**src/design/metvt_pkg.sv**
```systemverilog
// Package: widths, constants, codes and control structs of the tracker.
package metvt_pkg;

  localparam int ANGLE_BITS_DEF    = 14;
  localparam int ROTATION_BITS_DEF = 24;

  localparam int THR_W      = 14;
  localparam int FB_W       = 16;
  localparam int TS_W       = 32;
  localparam int BYTE_W     = 8;
  localparam int RAW_ANG_W  = 14;
  localparam int VEL_W      = 32;

  localparam logic [THR_W-1:0] WRAP_THR_RESET = 14'd13107;
  localparam logic [FB_W-1:0]  FB_RESET       = 16'd1000;

  // counts per second scale
  localparam int               VEL_SCALE_W = 20;
  localparam logic [VEL_SCALE_W-1:0] VEL_SCALE = 20'd1000000;

  localparam int CHUNK_W   = 16;
  localparam int DIV_STEPS = VEL_W;

  localparam int CFG_IDX_W  = 2;
  localparam int CFG_DATA_W = 16;
  localparam logic [CFG_IDX_W-1:0] CFG_WRAP_THRESHOLD = 2'd0;
  localparam logic [CFG_IDX_W-1:0] CFG_FALLBACK_US    = 2'd1;

  localparam logic OP_SAMPLE   = 1'b0;
  localparam logic OP_VELOCITY = 1'b1;

  typedef struct packed {
    logic load_sample;
    logic load_velocity;
    logic mul_step;
    logic div_check;
    logic div_step;
    logic load_out;
  } cmd_t;

  typedef struct packed {
    logic ovf;
  } status_t;

endpackage

```
**src/design/metvt_in_if.sv**
```systemverilog
// Input channel: one sample or velocity-read word.
interface metvt_in_if;
  logic                              valid;
  logic                              ready;
  logic                              operation;
  logic [metvt_pkg::BYTE_W-1:0]      angle_high_byte;
  logic [metvt_pkg::BYTE_W-1:0]      angle_low_byte;
  logic [metvt_pkg::TS_W-1:0]        timestamp_us;

  modport source (output valid, operation, angle_high_byte, angle_low_byte, timestamp_us,
                  input ready);
  modport sink   (input valid, operation, angle_high_byte, angle_low_byte, timestamp_us,
                  output ready);
endinterface

```
**src/design/metvt_out_if.sv**
```systemverilog
// Output channel: one tracker result word.
interface metvt_out_if #(
  parameter int ANGLE_BITS    = metvt_pkg::ANGLE_BITS_DEF,
  parameter int ROTATION_BITS = metvt_pkg::ROTATION_BITS_DEF
);
  logic                                           valid;
  logic                                           ready;
  logic        [ANGLE_BITS-1:0]                   angle_counts;
  logic signed [ROTATION_BITS-1:0]                rotation_count;
  logic signed [ANGLE_BITS+ROTATION_BITS:0]       position_counts;
  logic signed [metvt_pkg::VEL_W-1:0]             velocity_counts_per_s;
  logic                                           velocity_valid;

  modport source (output valid, angle_counts, rotation_count, position_counts,
                  velocity_counts_per_s, velocity_valid, input ready);
  modport sink   (input valid, angle_counts, rotation_count, position_counts,
                  velocity_counts_per_s, velocity_valid, output ready);
endinterface

```
**src/design/metvt_ctrl.sv**
```systemverilog
// Controller: sequences sample updates, velocity multiply/divide and result hand-off.
module metvt_ctrl #(
  parameter int ANGLE_BITS    = metvt_pkg::ANGLE_BITS_DEF,
  parameter int ROTATION_BITS = metvt_pkg::ROTATION_BITS_DEF
) (
  input  logic                  clk_i,
  input  logic                  rst_ni,
  input  logic                  in_valid_i,
  output logic                  in_ready_o,
  input  logic                  in_op_i,
  output logic                  out_valid_o,
  input  logic                  out_ready_i,
  output metvt_pkg::cmd_t       cmd_o,
  input  metvt_pkg::status_t    sts_i
);

  localparam int MAGW = ANGLE_BITS + ROTATION_BITS + 1;
  localparam int NCH  = (MAGW + metvt_pkg::CHUNK_W - 1) / metvt_pkg::CHUNK_W;
  localparam int CNTW = $clog2(metvt_pkg::DIV_STEPS);

  localparam logic [2:0] ST_IDLE = 3'd0;
  localparam logic [2:0] ST_MUL  = 3'd1;
  localparam logic [2:0] ST_CHK  = 3'd2;
  localparam logic [2:0] ST_DIV  = 3'd3;
  localparam logic [2:0] ST_OUT  = 3'd4;

  logic [2:0]      state_q, state_d;
  logic [CNTW-1:0] cnt_q, cnt_d;
  logic            out_valid_q, out_valid_d;
  logic            accept;
  logic            slot_free;

  assign in_ready_o  = (state_q == ST_IDLE);
  assign accept      = in_valid_i && in_ready_o;
  assign slot_free   = !out_valid_q || out_ready_i;
  assign out_valid_o = out_valid_q;

  always_comb begin
    state_d = state_q;
    cnt_d   = cnt_q;
    cmd_o   = '0;
    unique case (state_q)
      ST_IDLE: begin
        if (accept) begin
          if (in_op_i == metvt_pkg::OP_VELOCITY) begin
            cmd_o.load_velocity = 1'b1;
            cnt_d   = CNTW'(NCH - 1);
            state_d = ST_MUL;
          end else begin
            cmd_o.load_sample = 1'b1;
            state_d = ST_OUT;
          end
        end
      end
      ST_MUL: begin
        cmd_o.mul_step = 1'b1;
        if (cnt_q == '0) begin
          state_d = ST_CHK;
        end else begin
          cnt_d = cnt_q - 1'b1;
        end
      end
      ST_CHK: begin
        cmd_o.div_check = 1'b1;
        if (sts_i.ovf) begin
          state_d = ST_OUT;
        end else begin
          cnt_d   = CNTW'(metvt_pkg::DIV_STEPS - 1);
          state_d = ST_DIV;
        end
      end
      ST_DIV: begin
        cmd_o.div_step = 1'b1;
        if (cnt_q == '0) begin
          state_d = ST_OUT;
        end else begin
          cnt_d = cnt_q - 1'b1;
        end
      end
      ST_OUT: begin
        if (slot_free) begin
          cmd_o.load_out = 1'b1;
          state_d = ST_IDLE;
        end
      end
      default: begin
        state_d = ST_IDLE;
      end
    endcase
  end

  always_comb begin
    out_valid_d = out_valid_q;
    if (cmd_o.load_out) begin
      out_valid_d = 1'b1;
    end else if (out_ready_i) begin
      out_valid_d = 1'b0;
    end
  end

  always_ff @(posedge clk_i or negedge rst_ni) begin
    if (!rst_ni) begin
      state_q     <= ST_IDLE;
      cnt_q       <= '0;
      out_valid_q <= 1'b0;
    end else begin
      state_q     <= state_d;
      cnt_q       <= cnt_d;
      out_valid_q <= out_valid_d;
    end
  end

endmodule

```
**src/design/metvt_dp.sv**
```systemverilog
// Datapath: tracker state, config registers, serial multiply, restoring divide, result word.
module metvt_dp #(
  parameter int ANGLE_BITS    = metvt_pkg::ANGLE_BITS_DEF,
  parameter int ROTATION_BITS = metvt_pkg::ROTATION_BITS_DEF
) (
  input  logic                                 clk_i,
  input  logic                                 rst_ni,
  input  logic                                 cfg_we_i,
  input  logic [metvt_pkg::CFG_IDX_W-1:0]      cfg_index_i,
  input  logic [metvt_pkg::CFG_DATA_W-1:0]     cfg_data_i,
  input  logic [metvt_pkg::BYTE_W-1:0]         hi_byte_i,
  input  logic [metvt_pkg::BYTE_W-1:0]         lo_byte_i,
  input  logic [metvt_pkg::TS_W-1:0]           ts_i,
  input  metvt_pkg::cmd_t                      cmd_i,
  output metvt_pkg::status_t                   sts_o,
  output logic [ANGLE_BITS-1:0]                angle_o,
  output logic [ROTATION_BITS-1:0]             rot_o,
  output logic [ANGLE_BITS+ROTATION_BITS:0]    pos_o,
  output logic [metvt_pkg::VEL_W-1:0]          vel_o,
  output logic                                 vel_valid_o
);

  localparam int A     = ANGLE_BITS;
  localparam int R     = ROTATION_BITS;
  localparam int PW    = A + R;
  localparam int DW    = PW + 1;
  localparam int NCH   = (DW + metvt_pkg::CHUNK_W - 1) / metvt_pkg::CHUNK_W;
  localparam int PADW  = NCH * metvt_pkg::CHUNK_W;
  localparam int NW    = DW + metvt_pkg::VEL_SCALE_W;
  localparam int CW    = metvt_pkg::CHUNK_W;
  localparam int VW    = metvt_pkg::VEL_W;
  localparam int TW    = metvt_pkg::TS_W;
  localparam int PRODW = CW + metvt_pkg::VEL_SCALE_W;
  localparam int CMPW  = (A > metvt_pkg::THR_W) ? A : metvt_pkg::THR_W;

  localparam logic [R-1:0]  RMAX      = {1'b0, {(R-1){1'b1}}};
  localparam logic [R-1:0]  RMIN      = {1'b1, {(R-1){1'b0}}};
  localparam logic [VW-1:0] LIM_POS   = {1'b0, {(VW-1){1'b1}}};
  localparam logic [VW-1:0] LIM_NEG   = {1'b1, {(VW-1){1'b0}}};
  localparam logic [metvt_pkg::FB_W-1:0] FB_ONE = {{(metvt_pkg::FB_W-1){1'b0}}, 1'b1};

  // architectural state
  logic [A-1:0]  prev_angle_q, snap_angle_q;
  logic [TW-1:0] prev_time_q, snap_time_q;
  logic [R-1:0]  rot_q, snap_rot_q;
  logic          primed_q;
  logic [metvt_pkg::THR_W-1:0] thr_q;
  logic [metvt_pkg::FB_W-1:0]  fb_q;

  // velocity working registers
  logic [NW-1:0]   acc_q;
  logic [PADW-1:0] mag_q;
  logic [TW-1:0]   dt_q;
  logic [VW-1:0]   rem_q, lo_q;
  logic            neg_q, ovf_q, op_q;

  // result word
  logic [A-1:0]  out_angle_q;
  logic [R-1:0]  out_rot_q;
  logic [VW-1:0] out_vel_q;
  logic          out_vv_q;

  // sample path
  logic [metvt_pkg::RAW_ANG_W-1:0] ang_raw;
  logic [A-1:0]  ang;
  logic [A:0]    d;
  logic [A-1:0]  ad;
  logic          wrap;
  logic [R-1:0]  rot_next;

  assign ang_raw = {hi_byte_i, lo_byte_i[metvt_pkg::BYTE_W-1:2]};
  assign ang     = A'(ang_raw);
  assign d       = {1'b0, ang} - {1'b0, prev_angle_q};
  assign ad      = d[A] ? A'(-d) : d[A-1:0];
  assign wrap    = CMPW'(ad) > CMPW'(thr_q);

  always_comb begin
    rot_next = rot_q;
    if (wrap) begin
      if (!d[A]) begin
        if (rot_q != RMIN) rot_next = rot_q - 1'b1;
      end else begin
        if (rot_q != RMAX) rot_next = rot_q + 1'b1;
      end
    end
  end

  // velocity load path
  logic [PW-1:0] pos_cur, pos_snap;
  logic [DW-1:0] dpos, dmag;
  logic [TW-1:0] dt_raw, dt_sel;

  assign pos_cur  = {rot_q, prev_angle_q};
  assign pos_snap = {snap_rot_q, snap_angle_q};
  assign dpos     = {pos_cur[PW-1], pos_cur} - {pos_snap[PW-1], pos_snap};
  assign dmag     = dpos[DW-1] ? (~dpos + 1'b1) : dpos;
  assign dt_raw   = prev_time_q - snap_time_q;

  always_comb begin
    if (dt_raw != '0) begin
      dt_sel = dt_raw;
    end else if (fb_q != '0) begin
      dt_sel = TW'(fb_q);
    end else begin
      dt_sel = TW'(FB_ONE);
    end
  end

  // multiply and divide steps
  logic [CW-1:0]    chunk;
  logic [PRODW-1:0] prod;
  logic [NW-1:0]    acc_hi;
  logic [VW+1:0]    trial;
  logic             ge;

  assign chunk  = mag_q[PADW-1 -: CW];
  assign prod   = PRODW'(chunk) * PRODW'(metvt_pkg::VEL_SCALE);
  assign acc_hi = acc_q >> VW;
  assign sts_o.ovf = acc_hi >= NW'(dt_q);
  assign trial  = {1'b0, rem_q, lo_q[VW-1]} - {2'b00, dt_q};
  assign ge     = !trial[VW+1];

  // final saturation
  logic [VW-1:0] limit, mag_sat, vel_fin;

  assign limit   = neg_q ? LIM_NEG : LIM_POS;
  assign mag_sat = (ovf_q || (lo_q > limit)) ? limit : lo_q;
  assign vel_fin = !op_q ? '0 : (neg_q ? (~mag_sat + 1'b1) : mag_sat);

  always_ff @(posedge clk_i or negedge rst_ni) begin
    if (!rst_ni) begin
      prev_angle_q <= '0;
      prev_time_q  <= '0;
      rot_q        <= '0;
      snap_angle_q <= '0;
      snap_rot_q   <= '0;
      snap_time_q  <= '0;
      primed_q     <= 1'b0;
      thr_q        <= metvt_pkg::WRAP_THR_RESET;
      fb_q         <= metvt_pkg::FB_RESET;
    end else begin
      if (cfg_we_i) begin
        if (cfg_index_i == metvt_pkg::CFG_WRAP_THRESHOLD) begin
          thr_q <= cfg_data_i[metvt_pkg::THR_W-1:0];
        end else if (cfg_index_i == metvt_pkg::CFG_FALLBACK_US) begin
          fb_q <= cfg_data_i[metvt_pkg::FB_W-1:0];
        end
      end
      if (cmd_i.load_sample) begin
        prev_angle_q <= ang;
        prev_time_q  <= ts_i;
        if (!primed_q) begin
          snap_angle_q <= ang;
          snap_rot_q   <= '0;
          snap_time_q  <= ts_i;
          primed_q     <= 1'b1;
        end else begin
          rot_q <= rot_next;
        end
      end
      if (cmd_i.load_velocity) begin
        snap_angle_q <= prev_angle_q;
        snap_rot_q   <= rot_q;
        snap_time_q  <= prev_time_q;
      end
    end
  end

  // working and result registers, no reset
  always_ff @(posedge clk_i) begin
    if (cmd_i.load_sample) begin
      op_q <= metvt_pkg::OP_SAMPLE;
    end
    if (cmd_i.load_velocity) begin
      op_q  <= metvt_pkg::OP_VELOCITY;
      neg_q <= dpos[DW-1];
      mag_q <= PADW'(dmag);
      dt_q  <= dt_sel;
      acc_q <= '0;
    end
    if (cmd_i.mul_step) begin
      acc_q <= {acc_q[NW-CW-1:0], {CW{1'b0}}} + NW'(prod);
      mag_q <= mag_q << CW;
    end
    if (cmd_i.div_check) begin
      ovf_q <= sts_o.ovf;
      rem_q <= acc_hi[VW-1:0];
      lo_q  <= acc_q[VW-1:0];
    end
    if (cmd_i.div_step) begin
      rem_q <= ge ? trial[VW-1:0] : {rem_q[VW-2:0], lo_q[VW-1]};
      lo_q  <= {lo_q[VW-2:0], ge};
    end
    if (cmd_i.load_out) begin
      out_angle_q <= prev_angle_q;
      out_rot_q   <= rot_q;
      out_vel_q   <= vel_fin;
      out_vv_q    <= op_q;
    end
  end

  assign angle_o     = out_angle_q;
  assign rot_o       = out_rot_q;
  assign pos_o       = {out_rot_q[R-1], out_rot_q, out_angle_q};
  assign vel_o       = out_vel_q;
  assign vel_valid_o = out_vv_q;

endmodule

```
**src/design/multiturn_encoder_velocity_tracker_unit.sv**
```systemverilog
// Top level: multi-turn angle tracker with velocity readout.
//
// Tracks a 14-bit absolute angle sensor across turns. Each input word is either
// a sample (operation 0: two raw sensor bytes and a microsecond timestamp) or a
// velocity read (operation 1). Every word yields exactly one result word with
// the current angle, the saturating rotation count, the multi-turn position
// (rotations * 2^ANGLE_BITS + angle) and, on a velocity read, the position
// change since the previous read in counts per second, truncated toward zero
// and saturated to 32 bits. The first sample after reset only primes the
// tracker. A sample goes from acceptance straight to the result load. A
// velocity read runs the scale-by-10^6 multiply (NCH 16x20-bit partial
// products, NCH = ceil((ANGLE_BITS+ROTATION_BITS+1)/16)), an overflow
// check and the one-bit-per-cycle restoring divider before the result
// load; a read that saturates skips the divider. The next word can be
// accepted on the edge after the result register loads; a result still
// stalled in the output register holds off that load until it is taken. One
// word is in flight at a time; the next word is taken while the previous
// result still waits in the output register.
// Configuration (wrap threshold, fallback interval) must be written only
// while idle; the block itself does not enforce this.
module multiturn_encoder_velocity_tracker_unit #(
  parameter int ANGLE_BITS    = metvt_pkg::ANGLE_BITS_DEF,
  parameter int ROTATION_BITS = metvt_pkg::ROTATION_BITS_DEF
) (
  input  logic                               clk_i,
  input  logic                               rst_ni,
  input  logic                               cfg_we_i,
  input  logic [metvt_pkg::CFG_IDX_W-1:0]    cfg_index_i,
  input  logic [metvt_pkg::CFG_DATA_W-1:0]   cfg_data_i,
  metvt_in_if.sink                           in_i,
  metvt_out_if.source                        out_o
);

  metvt_pkg::cmd_t    cmd;
  metvt_pkg::status_t sts;

  logic [ANGLE_BITS-1:0]              angle;
  logic [ROTATION_BITS-1:0]           rot;
  logic [ANGLE_BITS+ROTATION_BITS:0]  pos;
  logic [metvt_pkg::VEL_W-1:0]        vel;
  logic                               vel_valid;

  // sequencer: handshakes and step commands
  metvt_ctrl #(
    .ANGLE_BITS    (ANGLE_BITS),
    .ROTATION_BITS (ROTATION_BITS)
  ) u_ctrl (
    .clk_i       (clk_i),
    .rst_ni      (rst_ni),
    .in_valid_i  (in_i.valid),
    .in_ready_o  (in_i.ready),
    .in_op_i     (in_i.operation),
    .out_valid_o (out_o.valid),
    .out_ready_i (out_o.ready),
    .cmd_o       (cmd),
    .sts_i       (sts)
  );

  // state, arithmetic and the result word
  metvt_dp #(
    .ANGLE_BITS    (ANGLE_BITS),
    .ROTATION_BITS (ROTATION_BITS)
  ) u_dp (
    .clk_i       (clk_i),
    .rst_ni      (rst_ni),
    .cfg_we_i    (cfg_we_i),
    .cfg_index_i (cfg_index_i),
    .cfg_data_i  (cfg_data_i),
    .hi_byte_i   (in_i.angle_high_byte),
    .lo_byte_i   (in_i.angle_low_byte),
    .ts_i        (in_i.timestamp_us),
    .cmd_i       (cmd),
    .sts_o       (sts),
    .angle_o     (angle),
    .rot_o       (rot),
    .pos_o       (pos),
    .vel_o       (vel),
    .vel_valid_o (vel_valid)
  );

  assign out_o.angle_counts          = angle;
  assign out_o.rotation_count        = rot;
  assign out_o.position_counts       = pos;
  assign out_o.velocity_counts_per_s = vel;
  assign out_o.velocity_valid        = vel_valid;

endmodule

```
**src/flat_wrapper.sv**
```systemverilog
// flat-port wrapper written by rule: the top's interface ports become plain ports
module multiturn_encoder_velocity_tracker_unit_flat 
#(
  parameter int ANGLE_BITS    = metvt_pkg::ANGLE_BITS_DEF,
  parameter int ROTATION_BITS = metvt_pkg::ROTATION_BITS_DEF
)
  (clk_i, rst_ni, cfg_we_i, cfg_index_i, cfg_data_i, in_i_valid, in_i_operation, in_i_angle_high_byte, in_i_angle_low_byte, in_i_timestamp_us, in_i_ready, out_o_valid, out_o_angle_counts, out_o_rotation_count, out_o_position_counts, out_o_velocity_counts_per_s, out_o_velocity_valid, out_o_ready);
  metvt_in_if in_i_i ();
  metvt_out_if #(.ANGLE_BITS(ANGLE_BITS), .ROTATION_BITS(ROTATION_BITS)) out_o_i ();
  input  logic clk_i;
  input  logic rst_ni;
  input  logic cfg_we_i;
  input  logic [metvt_pkg::CFG_IDX_W-1:0] cfg_index_i;
  input  logic [metvt_pkg::CFG_DATA_W-1:0] cfg_data_i;
  input wire logic [$bits(in_i_i.valid)-1:0] in_i_valid;
  input wire logic [$bits(in_i_i.operation)-1:0] in_i_operation;
  input wire logic [$bits(in_i_i.angle_high_byte)-1:0] in_i_angle_high_byte;
  input wire logic [$bits(in_i_i.angle_low_byte)-1:0] in_i_angle_low_byte;
  input wire logic [$bits(in_i_i.timestamp_us)-1:0] in_i_timestamp_us;
  output wire logic [$bits(in_i_i.ready)-1:0] in_i_ready;
  output wire logic [$bits(out_o_i.valid)-1:0] out_o_valid;
  output wire logic [$bits(out_o_i.angle_counts)-1:0] out_o_angle_counts;
  output wire logic [$bits(out_o_i.rotation_count)-1:0] out_o_rotation_count;
  output wire logic [$bits(out_o_i.position_counts)-1:0] out_o_position_counts;
  output wire logic [$bits(out_o_i.velocity_counts_per_s)-1:0] out_o_velocity_counts_per_s;
  output wire logic [$bits(out_o_i.velocity_valid)-1:0] out_o_velocity_valid;
  input wire logic [$bits(out_o_i.ready)-1:0] out_o_ready;
  assign in_i_i.valid = in_i_valid;
  assign in_i_i.operation = in_i_operation;
  assign in_i_i.angle_high_byte = in_i_angle_high_byte;
  assign in_i_i.angle_low_byte = in_i_angle_low_byte;
  assign in_i_i.timestamp_us = in_i_timestamp_us;
  assign in_i_ready = in_i_i.ready;
  assign out_o_valid = out_o_i.valid;
  assign out_o_angle_counts = out_o_i.angle_counts;
  assign out_o_rotation_count = out_o_i.rotation_count;
  assign out_o_position_counts = out_o_i.position_counts;
  assign out_o_velocity_counts_per_s = out_o_i.velocity_counts_per_s;
  assign out_o_velocity_valid = out_o_i.velocity_valid;
  assign out_o_i.ready = out_o_ready;
  multiturn_encoder_velocity_tracker_unit #(.ANGLE_BITS(ANGLE_BITS), .ROTATION_BITS(ROTATION_BITS)) u_core (.clk_i(clk_i), .rst_ni(rst_ni), .cfg_we_i(cfg_we_i), .cfg_index_i(cfg_index_i), .cfg_data_i(cfg_data_i), .in_i(in_i_i), .out_o(out_o_i));
endmodule
```
**config.mk**
```make
export PLATFORM = sky130hd
export DESIGN_NAME = multiturn_encoder_velocity_tracker_unit_flat
export DESIGN_NICKNAME = d
export VERILOG_FILES = /design/src/design/metvt_pkg.sv /design/src/design/metvt_in_if.sv /design/src/design/metvt_out_if.sv /design/src/design/metvt_ctrl.sv /design/src/design/metvt_dp.sv /design/src/design/multiturn_encoder_velocity_tracker_unit.sv /design/src/flat_wrapper.sv
export SDC_FILE = /design/constraint.sdc
export NUM_CORES = 1
export LEC_CHECK = 0
export BUFFER_PORTS_ARGS = -buffer_cell sky130_fd_sc_hd__buf_2
export CAP_MARGIN = 25
export CORE_UTILIZATION = 59
export CTS_CLUSTER_DIAMETER = 150
export DETAILED_ROUTE_END_ITERATION = 8
export PLACE_DENSITY = 0.85
export RECOVER_POWER = 100
export SETUP_SLACK_MARGIN = 0.5
export SYNTH_ARGS = -nofsm -noshare
export SYNTH_HDL_FRONTEND = slang
export SYNTH_HIERARCHICAL = 1
export SYNTH_SLANG_ARGS = --single-unit
```
**constraint.sdc**
```tcl
create_clock -name clk_i -period 11.9 [get_ports clk_i]
set_input_delay 3.57 -clock clk_i [delete_from_list [all_inputs] [get_ports clk_i]]
set_output_delay 3.57 -clock clk_i [all_outputs]
set_load 0.01 [all_outputs]
```
==> impl_results.md <==
- Result of the run: finished with violations
- Violations in the final reports: capacitance limit, slew limit
- # hold bufs at CTS: 0
- Number of gates given a new drive strength after cts: 0
- FF+latch count, synth: 451
- Number of cells produced by synthesis: roughly 3500
- Hpwl dp: 56490 um
- Worst reg-to-reg path cell count: 23
- Wire length on met3: 4401 um
- FF-to-FF setup slack: 2.07 ns
- Area Overhead vs Synth: 7.749%
- Final antenna-violating net count: 0
- Vias/cell: 6.028
- Clock network latency to the later pin of the worst-skew pair: 0.61 ns
- Slowest Stage Delay on Critical Path: 2.19 ns
- Max-slew violation count: 914
- Class of the most critical hold timing path: flip-flop to flip-flop
- Final hold violation count: 0
- Hold worst-path end: u_core/u_dp/mag_q[10]
- Register area: about 0.012 sq mm
- Number of enable flip-flop cells after synthesis: 254
- Clock buffer count from CTS: 49
- Clock buffer depth: 3
- Maximum number of pins on one net before global-route repair: 95
- Maximum operating frequency: 101.7 MHz
- Worst Hold Launch: u_core/u_dp/mag_q[10]
- Initial antenna violation count: 3
- Detail Route met2 WL: 37090 um
- Die Footprint: 0.05874 sq mm
- Count of synthesis-stage warnings from yosys: 6
- Overall routed net length: 77310 um
- Aggregate negative setup slack: 0 ns
- Post-synth ARST share: 39.91%
- DRC marker count from the first detailed-route iteration: 2122
- Area of the core: between 0.05 and 0.06 sq mm
- Arrival time reported for the critical path endpoint: 10.00 ns
- Worst clock skew on the final layout: 0.02919 ns
- Vias post-DR: 26531
- Top_reg_cell synth: edfxtp_1
- Worst rel slew slack: -178.9%
- Worst reg2reg path endpoint: u_core/u_dp/vel_o[12]
- Cell type of the slowest stage on the worst timing path: clkbuf_1
- Number of setup violations in the final report: 0
- Number of design rule violations left after detail routing: 0
- Total routed wire length on the met1 layer: approximately 33000 um
- Crit path max-delay family: buffers and inverters
- Highest routed metal layer: met4
- Cells along the critical path: clkbuf_1 > clkinv_1 > ha_1 > nand4_1 > nor4_1 > nand2_1 > a21oi_1 > and3b_1 > o21ai_0 > a21o_1 > clkbuf_1 > nand2_1 > o21ai_0 > ha_1 > nand2_1 > or2_2 > nor3_1 > nand2b_1 > a211oi_1 > o21bai_1 > clkbuf_1 > mux2i_1 > a311oi_1
- Number of different library cells in the post-synthesis netlist: 110
- H-tree depth reported by CTS: 2
- Count of nets after finishing: 4070
- Total GRT Usage: between 20% and 30%
- Worst hold path depth: 2
- Starting Density: 60.10%
- Sinks on Clock Net: 451
- Cell area after synthesis: 0.03409 sq mm
- Crit Path Class: flip-flop to flip-flop
- Clock tree from TritonCTS: yes
- Die Height: 242.4 um
- Clock root cell: clkbuf_16
- Post-CTS repair timing setup buffer count: 0
- Number of maximum-capacitance violations: 16
- Syn Nets: 3969
- Launching point of the worst reg2reg path: u_core/u_dp/neg_q
- Layout cell share with drive strength beyond 1: 9.388%
- Buf/Inv on CP: 4
- Routability-driven placement congestion ratio: 0.9168
- Count of port buffers added during placement: 181
- Global-route wire length before repair: around 130000 um
- Die X: roughly 240 um
- Avg Synthesized Cell Area: 9.733 sq um
- Standard-cell rows: 87
- Worst-path fanout max: 70
- Worst Setup Start Kind: flip-flop
- Number of optimization iterations in the first detailed-route pass: 5
- Minimum clock period: 9.832 ns
- Hold slack final: between 0.4 and 0.5 ns
- Routed wirelength normalized by instance count: 17.57 um
- Type of element capturing the critical path: flip-flop
- Actual transition at the worst max-transition pin: 4.183 ns
- Total congestion overflow after global routing: 0
- Setup repair after global routing missed its margin: no
- Via count of the first global-routing pass: 25875
- Combined area of the multi-input logic cells: 0.01968 sq mm
- Share of the clock period used by the worst path: 82.62%
- Count of filler cells inserted in the layout: approximately 4400
- CP Data Required Time: between 10 and 15 ns
- Clock-pin slew on the worst setup and hold paths: 0.06 ns
- Number of placed I/O pins: 184
- Part of the Yosys area used for sequential elements: a little over a third
==> cell type report <==
cell class / count / area share, %
Timing Repair Buffer: 205 / 2.378
Multi-Input combinational cell: 2605 / 53.58
Tap cell: 756 / 2.575
Inverter: 291 / 2.977
Antenna cell: 2 / 0.01363
Clock buffer: 67 / 3.839
Sequential cell: 451 / 34.01
Clock inverter: 24 / 0.6302
==> flip-flops by register name, summed over array words and instances (netlist names), 16 cells and up <==
name                     flops
u_core/u_dp/rot_o           24
u_core/u_dp/acc_q           53
u_core/u_dp/fb_q            16
u_core/u_dp/mag_q           48
u_core/u_dp/lo_q            32
u_core/u_dp/prev_time_q     32
u_core/u_dp/dt_q            32
u_core/u_dp/rot_q           24
u_core/u_dp/snap_time_q     32
u_core/u_dp/rem_q           32
u_core/u_dp/vel_o           32
u_core/u_dp/snap_rot_q      24
==> tightest hold or removal path: stages (launching register included) <==
cell and delay, ns:
dfxtp_1 0.33, nand2_1 0.05, o21ai_0 0.05
==> metrics by stage <==
step / worst slack [ns] / instances / utilization [%] / area (sq um)
6_report: 2.068 / 4401 / 64.76 / 36730
5_1_grt: 1.329 / 4401 / 64.76 / 36730
4_1_cts: 2.179 / 4396 / 65.27 / 37020
3_5_place_dp: 1.664 / 4305 / 62.38 / 35380
3_3_place_gp: 1.947 / 4305 / 62.38 / 35380
2_1_floorplan: 3.058 / 3502 / - / 34090
==> synthesized netlist by cell type (25+ instances only) <==
cell / n / area, sq um
a21o_1: 82 / 615.6
a21oi_1: 221 / 1106
a22o_1: 27 / 236.5
a31oi_1: 26 / 162.7
and2_1: 87 / 544.3
and3_1: 37 / 231.5
buf_4: 47 / 352.8
clkbuf_1: 89 / 334.1
dfrtp_1: 166 / 4154
edfxtp_1: 254 / 7627
fa_1: 61 / 1221
ha_1: 334 / 4179
inv_1: 289 / 1085
mux2_2: 103 / 1160
mux2i_1: 82 / 820.8
nand2_1: 235 / 882.1
nand2b_1: 39 / 244.0
nand3_1: 52 / 260.3
nand4_1: 40 / 250.2
nor2_1: 201 / 754.5
nor2b_1: 33 / 206.5
nor3_1: 77 / 385.4
nor4_1: 25 / 156.4
o21a_1: 45 / 337.8
o21ai_0: 241 / 1206
o21bai_1: 30 / 225.2
or3_1: 29 / 181.4
xnor2_1: 134 / 1174
xor2_1: 60 / 525.5
==> layer usage <==
| layer | vias to the layer above | GRT usage (%) |
|---|---|---|
| met5 | - | 0 |
| met4 | 0 | 8.172 |
| met3 | 157 | 3.766 |
| met2 | 805 | 44.68 |
| met1 | 12719 | 33.99 |
| li1 | 12850 | - |
==> kinds of logic after synthesis <==
| kind of cell | synth area share [%] |
|---|---|
| AO/OA/AOI/OAI | 16.91 |
| XOR/XNOR | 5.032 |
| adder cells (fa/ha/maj) | 15.84 |
| buffers and inverters | 5.528 |
| flip-flops | 36.64 |
| multiplexers | 5.954 |
| AND/OR/NAND/NOR | 14.09 |
==> cell usage in the layout, fill, tap and decap left out, types with 60 or more instances in the layout <==
cell / Yosys / routed
a21o_1: 82 / 82
inv_1: 289 / 288
nand2_1: 235 / 235
edfxtp_1: 254 / 254
fa_1: 61 / 61
nor3_1: 77 / 77
o21ai_0: 241 / 245
nor2_1: 201 / 199
mux2_2: 103 / 103
clkbuf_1: 89 / 142
a21oi_1: 221 / 220
xor2_1: 60 / 60
dfrtp_1: 166 / 166
ha_1: 334 / 334
xnor2_1: 134 / 134
mux2i_1: 82 / 82
buf_2: 9 / 65
==> worst max path at each step <==
| stage | start | endpoint | slack [ns] | cells past startpoint |
|---|---|---|---|---|
| 6_report | u_core/u_dp/neg_q | u_core/u_dp/vel_o[12] | 2.07 | 23 |
| 5_1_grt | u_core/u_dp/neg_q | u_core/u_dp/vel_o[12] | 1.33 | 23 |
| 4_1_cts | in_i_angle_low_byte[2] | u_core/u_dp/rot_q[22] | 2.18 | 25 |
| 3_5_place_dp | in_i_angle_low_byte[2] | u_core/u_dp/rot_q[22] | 1.66 | 25 |
| 2_1_floorplan | in_i_angle_low_byte[2] | u_core/u_dp/rot_q[22] | 3.06 | 25 |
| 3_3_place_gp | in_i_angle_low_byte[2] | u_core/u_dp/rot_q[22] | 1.95 | 25 |
Power is left out: the tool's default activity adds up to more than one toggle a clock period on the data nets, which glitch-free logic cannot reach.
